$ cat config.mk
export PLATFORM = sky130hd
export DESIGN_NAME = sit_ram
export DESIGN_NICKNAME = d
export VERILOG_FILES = /design/src/sv/sit_ram.sv
export SDC_FILE = /design/constraint.sdc
export NUM_CORES = 1
export LEC_CHECK = 0
export BUFFER_PORTS_ARGS = -buffer_cell sky130_fd_sc_hd__buf_2
export CAP_MARGIN = 0
export CORE_MARGIN = 3
export CORE_UTILIZATION = 30
export CTS_CLUSTER_DIAMETER = 120
export CTS_CLUSTER_SIZE = 20
export DETAILED_ROUTE_END_ITERATION = 10
export GPL_ROUTABILITY_DRIVEN = 0
export GPL_TIMING_DRIVEN = 0
export HOLD_SLACK_MARGIN = 0.02
export PLACE_DENSITY_LB_ADDON = 0.15
export SLEW_MARGIN = 20
export SYNTH_ARGS = -nofsm -noshare
export SYNTH_HDL_FRONTEND = slang
export SYNTH_SLANG_ARGS = --single-unit
$ cat constraint.sdc
create_clock -name clk -period 2.1 [get_ports clk]
set_input_delay 0.105 -clock clk [delete_from_list [all_inputs] [get_ports clk]]
set_output_delay 0.105 -clock clk [all_outputs]
set_load 0.05 [all_outputs]
$ cat src/sv/sit_ram.sv
module sit_ram #(
  parameter int WIDTH = 8,
  parameter int DEPTH = 16,
  localparam int AW = (DEPTH > 1) ? $clog2(DEPTH) : 1
) (
  input  logic             clk,
  input  logic             we,
  input  logic [AW-1:0]    waddr,
  input  logic [WIDTH-1:0] wdata,
  input  logic [AW-1:0]    raddr,
  output logic [WIDTH-1:0] rdata
);

  logic [WIDTH-1:0] mem [DEPTH];

  // One write port and one registered read port.
  always_ff @(posedge clk) begin
    if (we) begin
      mem[waddr] <= wdata;
    end
    rdata <= mem[raddr];
  end

endmodule

==> run metrics <==
DIE HEIGHT 137 um; # resized after CTS 0; CTS Buf Count 17; Starting DRT DRC Count 225; GRT Overall Usage 0.128; ys flop type edfxtp_1; crit path max fanout 1; root buffer cell clkbuf_16; Slew @ Worst Pin 849 ps; number of global-route vias before repair 2,404; Mapped Cells 229; total power 6.13 mW; flops & latches, synth 136; DR DRC count 0; Final Hold Viols 0; DR vias/cell 4.72; Slew headroom 0.432; Clock transition at path regs 60 ps; leading area contributor after synthesis edfxtp_1; startpoint types flip-flop; Setup Fix Bufs, Post-CTS 0; status complete, no violations; r2r startpoint mem[15][6]; crit path from mem[15][6]; IO Pins 26; DP Area 5570 um^2; Cell variety after synth 19; dpl cells 474; RSZ-0062 raised after global routing no; Setup crit end kind flip-flop; largest net degree at the start of global routing 17; YS warnings 0; post-place setup slack 232 ps; total vias in the final route 2,389; synth cell count leaders 128 x edfxtp_1, 18 x mux4_2, 16 x a22oi_1; hold path start wdata[0]; ANT cells 0; worst vdd ir 0.000587 V; count leader, synth edfxtp_1; Sequential Area 4000 um^2; Max Slew Vio Count 0; syn_area_per_cell 22.5 um^2; initial antenna violation count 0; Max-cap violations 0; Post-Route WL 11.1 mm; # clock sinks 136; fraction of registers with async set/reset 0; Tmin final 1420 ps; core area 16,700 um^2; Clock Path Buffers 2; Post-Syn Nets 247; CP Data Arrival Time 1690 ps; final setup violation count 0; Post-synth EDFFs 128; HP Class input port to flip-flop; area occupied by multi-input gates 1080 um^2; H-tree levels 4; Nets 291; share of the core filled with cells 0.366; leakage 1.99 nW; Routed Antenna Nets 0; sequential share of the synthesized area 0.778; Worst EP required 2380 ps; post-DR wirelength/cell 21.9 um; FMAX 707 MHz; clk_skew 5.86 ps; first-pass GRT wire length 16.3 mm; pwr dens 1000 nW/um^2; fillcell total 1,587; die area 18,800 um^2; slack of the critical path 685 ps; Final Non-Filler Cells 506; finished layout cell area 6120 um^2; Synth top area share 0.747; DP HPWL 6.95 mm; row count 47; post-route setup TNS 0 ps; Setup CP Type flip-flop to flip-flop; chip width 137 um; final worst-path cycle share 0.674; IO Port Bufs 24; Syn-to-layout area delta 18.8%; hold buffers post-CTS 0; hold_ws 99.1 ps; total grt overflow 0; Starting Density 0.308; First-pass DRT Iterations 4; worst skew pair latency 420 ps; fraction of layout cells with a size suffix above 1 0.315; Mapped Area 5150 um^2; TritonCTS clock tree done; ranking of synthesized cells by area edfxtp_1 75%, mux4_2 7.9%, mux4_1 7.1%
## path summary, 6_finish.rpt
| check | end | slack (ps) | cells past startpoint |
|---|---|---|---|
| worst max-delay path | rdata[6] | 680 | 3 |
| worst min-delay path | mem[0][0] | 100 | 1 |
| worst max register to register | rdata[6] | 680 | 3 |
| worst min register to register | rdata[1] | 680 | 3 |
## flip-flops by register name, indices dropped and copies added, names as in the netlist
name,cells
mem,128
rdata,8
## cell usage in the layout, fill, tap and decap left out, drive strengths merged
cell / instances
nand2: 9
clkinvlp: 8
clkinv: 2
clkbuf: 17
edfxtp: 128
or3b: 1
nand2b: 2
nand3b: 2
nor2b: 1
and2: 1
inv: 5
and2b: 1
nor2: 13
a22oi: 16
buf: 32
mux4: 32
clkdlybuf4s25: 3
nand3: 1
nor3: 4
dfxtp: 8
## logic make-up after synthesis
kind of cell	Yosys count	share of synthesized area
AOI/OAI and AO/OA	16	0.0233
DFF	136	0.778
buffers and inverters	10	0.0168
and+or+nand+nor	35	0.0318
muxes	32	0.150
## critical path, cell delays in order (launching register included)
cell      delay [ps]
edfxtp_1         360
mux4_2           520
a22oi_1          270
nand2_1          140
## area by class of cell
type	count	share of cell area
Multi-Input combinational cell	83	0.176
Sequential cell	136	0.655
Tap cell	220	0.0450
Clock buffer	17	0.0695
Clock inverter	15	0.0198
Timing Repair Buffer	25	0.0209
Buffer	10	0.0141
## routing by layer
metal	vias up	track usage	wire, um
met5	-	0	0
met4	0	0.0466	147
met3	13	0.0412	560
met2	54	0.190	5190
met1	1257	0.178	5190
li1	1065	-	-
## power by group
part,switching [mW],internal (mW),leakage [nW],total [mW]
logic,0.241,0.122,0.525,0.363
clock network,1.19,1.53,0.242,2.72
registers,0.0122,3.03,1.22,3.05
total,1.44,4.68,1.99,6.13
Note: power is estimated with default switching activity, not from simulation.
