==> src/sv/sit_pkg.sv <==
package sit_pkg;

  // Fixed field widths of the request and result items.
  localparam int FUNC_W   = 1;
  localparam int VIDX_W   = 12;
  localparam int JOINT_W  = 8;
  localparam int WEIGHT_W = 16;
  localparam int STATUS_W = 2;
  localparam int COUNT_W  = 13;

  // Result slots on the port, and the width of a sum of four raw weights.
  localparam int SLOTS  = 4;
  localparam int SUM_W  = 18;
  localparam int SLOT_W = 2;

  // Q1.15 one.
  localparam logic [WEIGHT_W-1:0] ONE_Q15 = 16'h8000;

  // Request function codes.
  localparam logic [FUNC_W-1:0] FUNC_ADD  = 1'b0;
  localparam logic [FUNC_W-1:0] FUNC_READ = 1'b1;

  // Result status codes.
  localparam logic [STATUS_W-1:0] STATUS_OK    = 2'd0;
  localparam logic [STATUS_W-1:0] STATUS_RANGE = 2'd1;
  localparam logic [STATUS_W-1:0] STATUS_FULL  = 2'd2;

  // Response of the divider to the controller.
  typedef struct packed {
    logic                done;
    logic [WEIGHT_W-1:0] quotient;
  } div_rsp_t;

endpackage

==> src/sv/sit_div.sv <==
module sit_div (
  input  logic                         clk,
  input  logic                         rst,
  input  logic                         start,
  input  logic [sit_pkg::WEIGHT_W-1:0] dividend,
  input  logic [sit_pkg::SUM_W-1:0]    divisor,
  output sit_pkg::div_rsp_t            rsp
);
  import sit_pkg::*;

  // Four quotient bits are resolved in each cycle.
  localparam int STEPS = 4;

  logic                busy;
  logic [1:0]          cnt;
  logic                done;
  logic [SUM_W-1:0]    rem;
  logic [SUM_W-1:0]    rem_next;
  logic [WEIGHT_W-1:0] low;
  logic [WEIGHT_W-1:0] low_next;
  logic [WEIGHT_W-1:0] quo;
  logic [WEIGHT_W-1:0] quo_next;
  logic [SUM_W-1:0]    dsr;

  // Restoring division of weight * 2^15 by the sum, several bits per cycle.
  always_comb begin
    logic [SUM_W:0] trial;
    rem_next = rem;
    low_next = low;
    quo_next = quo;
    for (int i = 0; i < STEPS; i++) begin
      trial    = {rem_next, low_next[WEIGHT_W-1]};
      low_next = {low_next[WEIGHT_W-2:0], 1'b0};
      if (trial >= {1'b0, dsr}) begin
        rem_next = SUM_W'(trial - {1'b0, dsr});
        quo_next = {quo_next[WEIGHT_W-2:0], 1'b1};
      end else begin
        rem_next = trial[SUM_W-1:0];
        quo_next = {quo_next[WEIGHT_W-2:0], 1'b0};
      end
    end
  end

  // Control: a start loads the operands, the counter then runs through four steps, then done pulses.
  always_ff @(posedge clk) begin
    if (rst) begin
      busy <= 1'b0;
      cnt  <= '0;
      done <= 1'b0;
    end else begin
      done <= 1'b0;
      if (start) begin
        busy <= 1'b1;
        cnt  <= '0;
      end else if (busy) begin
        cnt <= cnt + 2'd1;
        if (cnt == 2'd3) begin
          busy <= 1'b0;
          done <= 1'b1;
        end
      end
    end
  end

  // Datapath: the upper dividend bits start the remainder, they are below the divisor.
  always_ff @(posedge clk) begin
    if (start) begin
      rem <= SUM_W'(dividend[WEIGHT_W-1:1]);
      low <= {dividend[0], {(WEIGHT_W-1){1'b0}}};
      quo <= '0;
      dsr <= divisor;
    end else if (busy) begin
      rem <= rem_next;
      low <= low_next;
      quo <= quo_next;
    end
  end

  assign rsp.done     = done;
  assign rsp.quotient = quo;

endmodule

==> config.mk <==
export PLATFORM = sky130hd
export DESIGN_NAME = sit_div
export DESIGN_NICKNAME = d
export VERILOG_FILES = /design/src/sv/sit_pkg.sv /design/src/sv/sit_div.sv
export SDC_FILE = /design/constraint.sdc
export NUM_CORES = 1
export LEC_CHECK = 0
export ABC_AREA = 0
export BUFFER_PORTS_ARGS = -buffer_cell sky130_fd_sc_hd__clkbuf_2
export CORE_UTILIZATION = 62
export CTS_CLUSTER_DIAMETER = 40
export DETAILED_ROUTE_END_ITERATION = 10
export GPL_ROUTABILITY_DRIVEN = 0
export PLACE_DENSITY = 0.94
export SLEW_MARGIN = 0
export SYNTH_ARGS = -nofsm -noshare
export SYNTH_HDL_FRONTEND = slang
export SYNTH_SLANG_ARGS = --single-unit
==> constraint.sdc <==
create_clock -name clk -period 11.8 [get_ports clk]
set_clock_uncertainty 0.05 [all_clocks]
set_input_delay 2.95 -clock clk [delete_from_list [all_inputs] [get_ports clk]]
set_output_delay 2.95 -clock clk [all_outputs]
set_load 0.005 [all_outputs]
==> summary.txt <==
Critical path
  • Critical Path Start Type: flop
  • WS Path Type: reg -> reg
  • CP max stage cell: o41a_1
  • Worst Setup End Kind: flop
  • Worst path required time: 11.85 ns
  • Worst Setup SP: dsr[1]
  • Max FO, Critical Path: 26
  • WP data arrival: 11.21 ns
  • CP most frequent cell: a21oi_1
  • Max stage delay on crit path: 0.51 ns
  • Worst reg2reg path startpoint: dsr[1]

Synth
  • Syn Nets: a little over 900
  • Post-synth ARST share: 0%
  • Register area share after synthesis: 22.6%
  • Synth top area share: 15.6%
  • #FFs+latches synth: 57
  • Synth unique cells: 74
  • Top cell type by total area after synthesis: edfxtp_1
  • Post-Syn Area: 6560 um^2
  • Ranking of synthesized cells by area: edfxtp_1 16%, ha_1 14%, dfxtp_1 7.0%
  • YS warnings: 0
  • Dominant synthesized flop cell: edfxtp_1
  • EDFF count, synth: 34
  • Synth Instances: 804
  • Syn avg cell area: 8.15 um^2

Floorplanning
  • DIE AREA: 11000 um^2
  • Starting Density: a little under two thirds
  • Core region area: 10300 um^2
  • Die H: 105 um
  • Die W: 105 um
  • IO Count: 54
  • # rows: 37

Clock tree
  • Reg clk slew, reported paths: approximately 0.070 ns
  • CTS buffer count: 9
  • Worst skew pair latency: between 0.3 and 0.4 ns
  • Root Buffer: clkbuf_8
  • Clock Tree Buf Depth: 2
  • TritonCTS clock tree: yes
  • H-tree levels: 3
  • Sink Count: between 50 and 60

GRT
  • First-pass GRT wire length: approximately 31000 um
  • Largest net degree at the start of global routing: 64
  • Antenna violations before repair: 0
  • Total gr overflow: 0
  • Total GRT Usage: between 30% and 40%
  • Vias in the first global route: 6179

Worst hold path
  • Worst Hold Class: reg -> reg
  • Hold path start: quo[15]

Timing
  • RSZ-0062 raised after global routing: no
  • Fmax: 89.6 MHz
  • Final Max Slew Viols: 0
  • Fin. Hold Viols: 0
  • Slew of the pin with the lowest slew margin: 0.847 ns
  • Tmin final: 11.16 ns
  • Finish-stage setup viols: 0
  • Slew HR: 43.4%
  • TNS Setup: 0 ns
  • Part of the cycle the worst path needs: 94.6%

Layout
  • Post-route cell area: 7050 um^2
  • Finished Core Util: 68.6%
  • Layout cells sized above 1: 13.6%
  • Fillcell total: slightly below 800
  • N_diodes: 0
  • Multi-input logic area: 4690 um^2
  • Synthesis-to-layout area growth: 7.50%
  • Sequential cell area: approximately 1500 um^2
  • Final nets: 945

Place
  • Port buffer count: 53
  • Post-DP HPWL: approximately 15000 um
  • Placed cell areas: a little under 7000 um^2

Job
  • Max cap viols: 0

Drt
  • Initial DRT Pass Iterations: 7
  • Routed WL: between 15000 and 20000 um
  • Final ANT Viol Nets: 0
  • Initial detailed-routing violation count: 760
  • Via density: 6.69
  • DR DRC count: 0
  • Wirelength per Cell: roughly 20 um
  • DR vias: 6529

Status
  • Outcome: finished, final reports clean
==> Yosys cell counts, drive strengths merged, types with 5 or more instances <==
cell / number
inv: 46
a21oi: 76
nor3: 22
and2: 9
a22oi: 6
nand3b: 6
xnor2: 28
mux2i: 25
buf: 28
o21ai: 52
o22ai: 8
a21o: 10
a31oi: 5
a211oi: 9
o21bai: 10
nor2: 75
nand2b: 11
and3: 9
edfxtp: 34
o21a: 15
nor2b: 8
dfxtp: 23
clkbuf: 12
ha: 71
nand4: 9
nand2: 66
xor2: 28
o211ai: 9
mux2: 15
o31ai: 6
nand3: 16
==> registers in the layout, summed over array words and instances (netlist names) <==
register,cells
cnt,2
busy,1
quo,16
done,1
low,1
rem,18
dsr,18
==> metrics by stage <==
stage / cells / setup slack [ns] / hold slack, ns
after global placement: 958 / 1.13 / 0.427
after global routing: 976 / 0.0553 / 0.502
after floorplan: 804 / 1.55 / 0.398
after CTS: 974 / 0.613 / 0.458
final: 976 / 0.640 / 0.451
after detailed placement: 958 / 0.697 / 0.439
==> timing repair <==
item	4_1_cts	5_1_grt
resized for setup	0	3
setup endpoints to repair	0	19
setup buffers	0	2
hold buffers	0	0
==> path summary, 6_finish.rpt <==
path | to | slack, ns | cells after the start
worst max-delay path | rem[12] | 0.64 | 42
worst min-delay path | quo[15] | 0.45 | 2
worst max register to register | rem[12] | 0.64 | 42
worst min register to register | quo[15] | 0.45 | 2
==> area by class of cell <==
| type | instances | area share, % |
|---|---|---|
| clock inverter | 5 | 0.586 |
| clock buffer | 11 | 2.47 |
| multi-input combinational | 661 | 66.6 |
| inverter | 46 | 2.45 |
| tap | 136 | 2.41 |
| sequential | 57 | 21.0 |
| timing repair buffer | 60 | 4.51 |
==> cell usage in the layout, fill, tap and decap left out, drive strengths merged, types with 7 or more instances in the layout <==
master and count:
and3 9, dfxtp 23, nor2b 8, a21o 10, o22ai 8, nand2 66, nor3 22, buf 7
a21oi 76, mux2i 25, nand4 9, nand2b 11, xor2 28, o21ai 52, xnor2 28, nor2 75
nand3 16, mux2 15, inv 48, o211ai 9, ha 71, o21a 15, and2 9, a211oi 9
edfxtp 34, o21bai 10, clkbuf 64
==> critical path: cells and delay by family, from the launching register on <==
family                   cells  cell delay, ns
adder cells (fa/ha/maj)      4            1.26
AND/OR/NAND/NOR              9            1.91
buffers and inverters        5            1.06
flip-flops                   1            0.46
multiplexers                 2            0.53
AO/OA/AOI/OAI               22            5.60
==> cells by family (layout without fill, tap and decap cells) <==
| logic type | after synthesis | after routing | share of synthesized area, % |
|---|---|---|---|
| AOI/OAI and AO/OA | 244 | 244 | 24.8 |
| xor gates and xnor gates | 56 | 56 | 7.48 |
| DFF | 57 | 57 | 22.6 |
| buffers and inverters | 86 | 122 | 6.07 |
| and+or+nand+nor | 248 | 248 | 18.3 |
| adders and majority gates | 73 | 73 | 14.2 |
| muxes | 40 | 40 | 6.58 |
==> per-layer routing <==
metal  vias up  track usage, %  share of wire (%)
met5         -               0                  0
met3       106            8.11                 12
met1      2925            44.8                 40
met2       480            56.1                 44
met4         0            18.5                5.1
li1       3018               -                  -
Power is not shown: default switching activity piles up to over one toggle a cycle in this logic, so the estimate is an artifact.
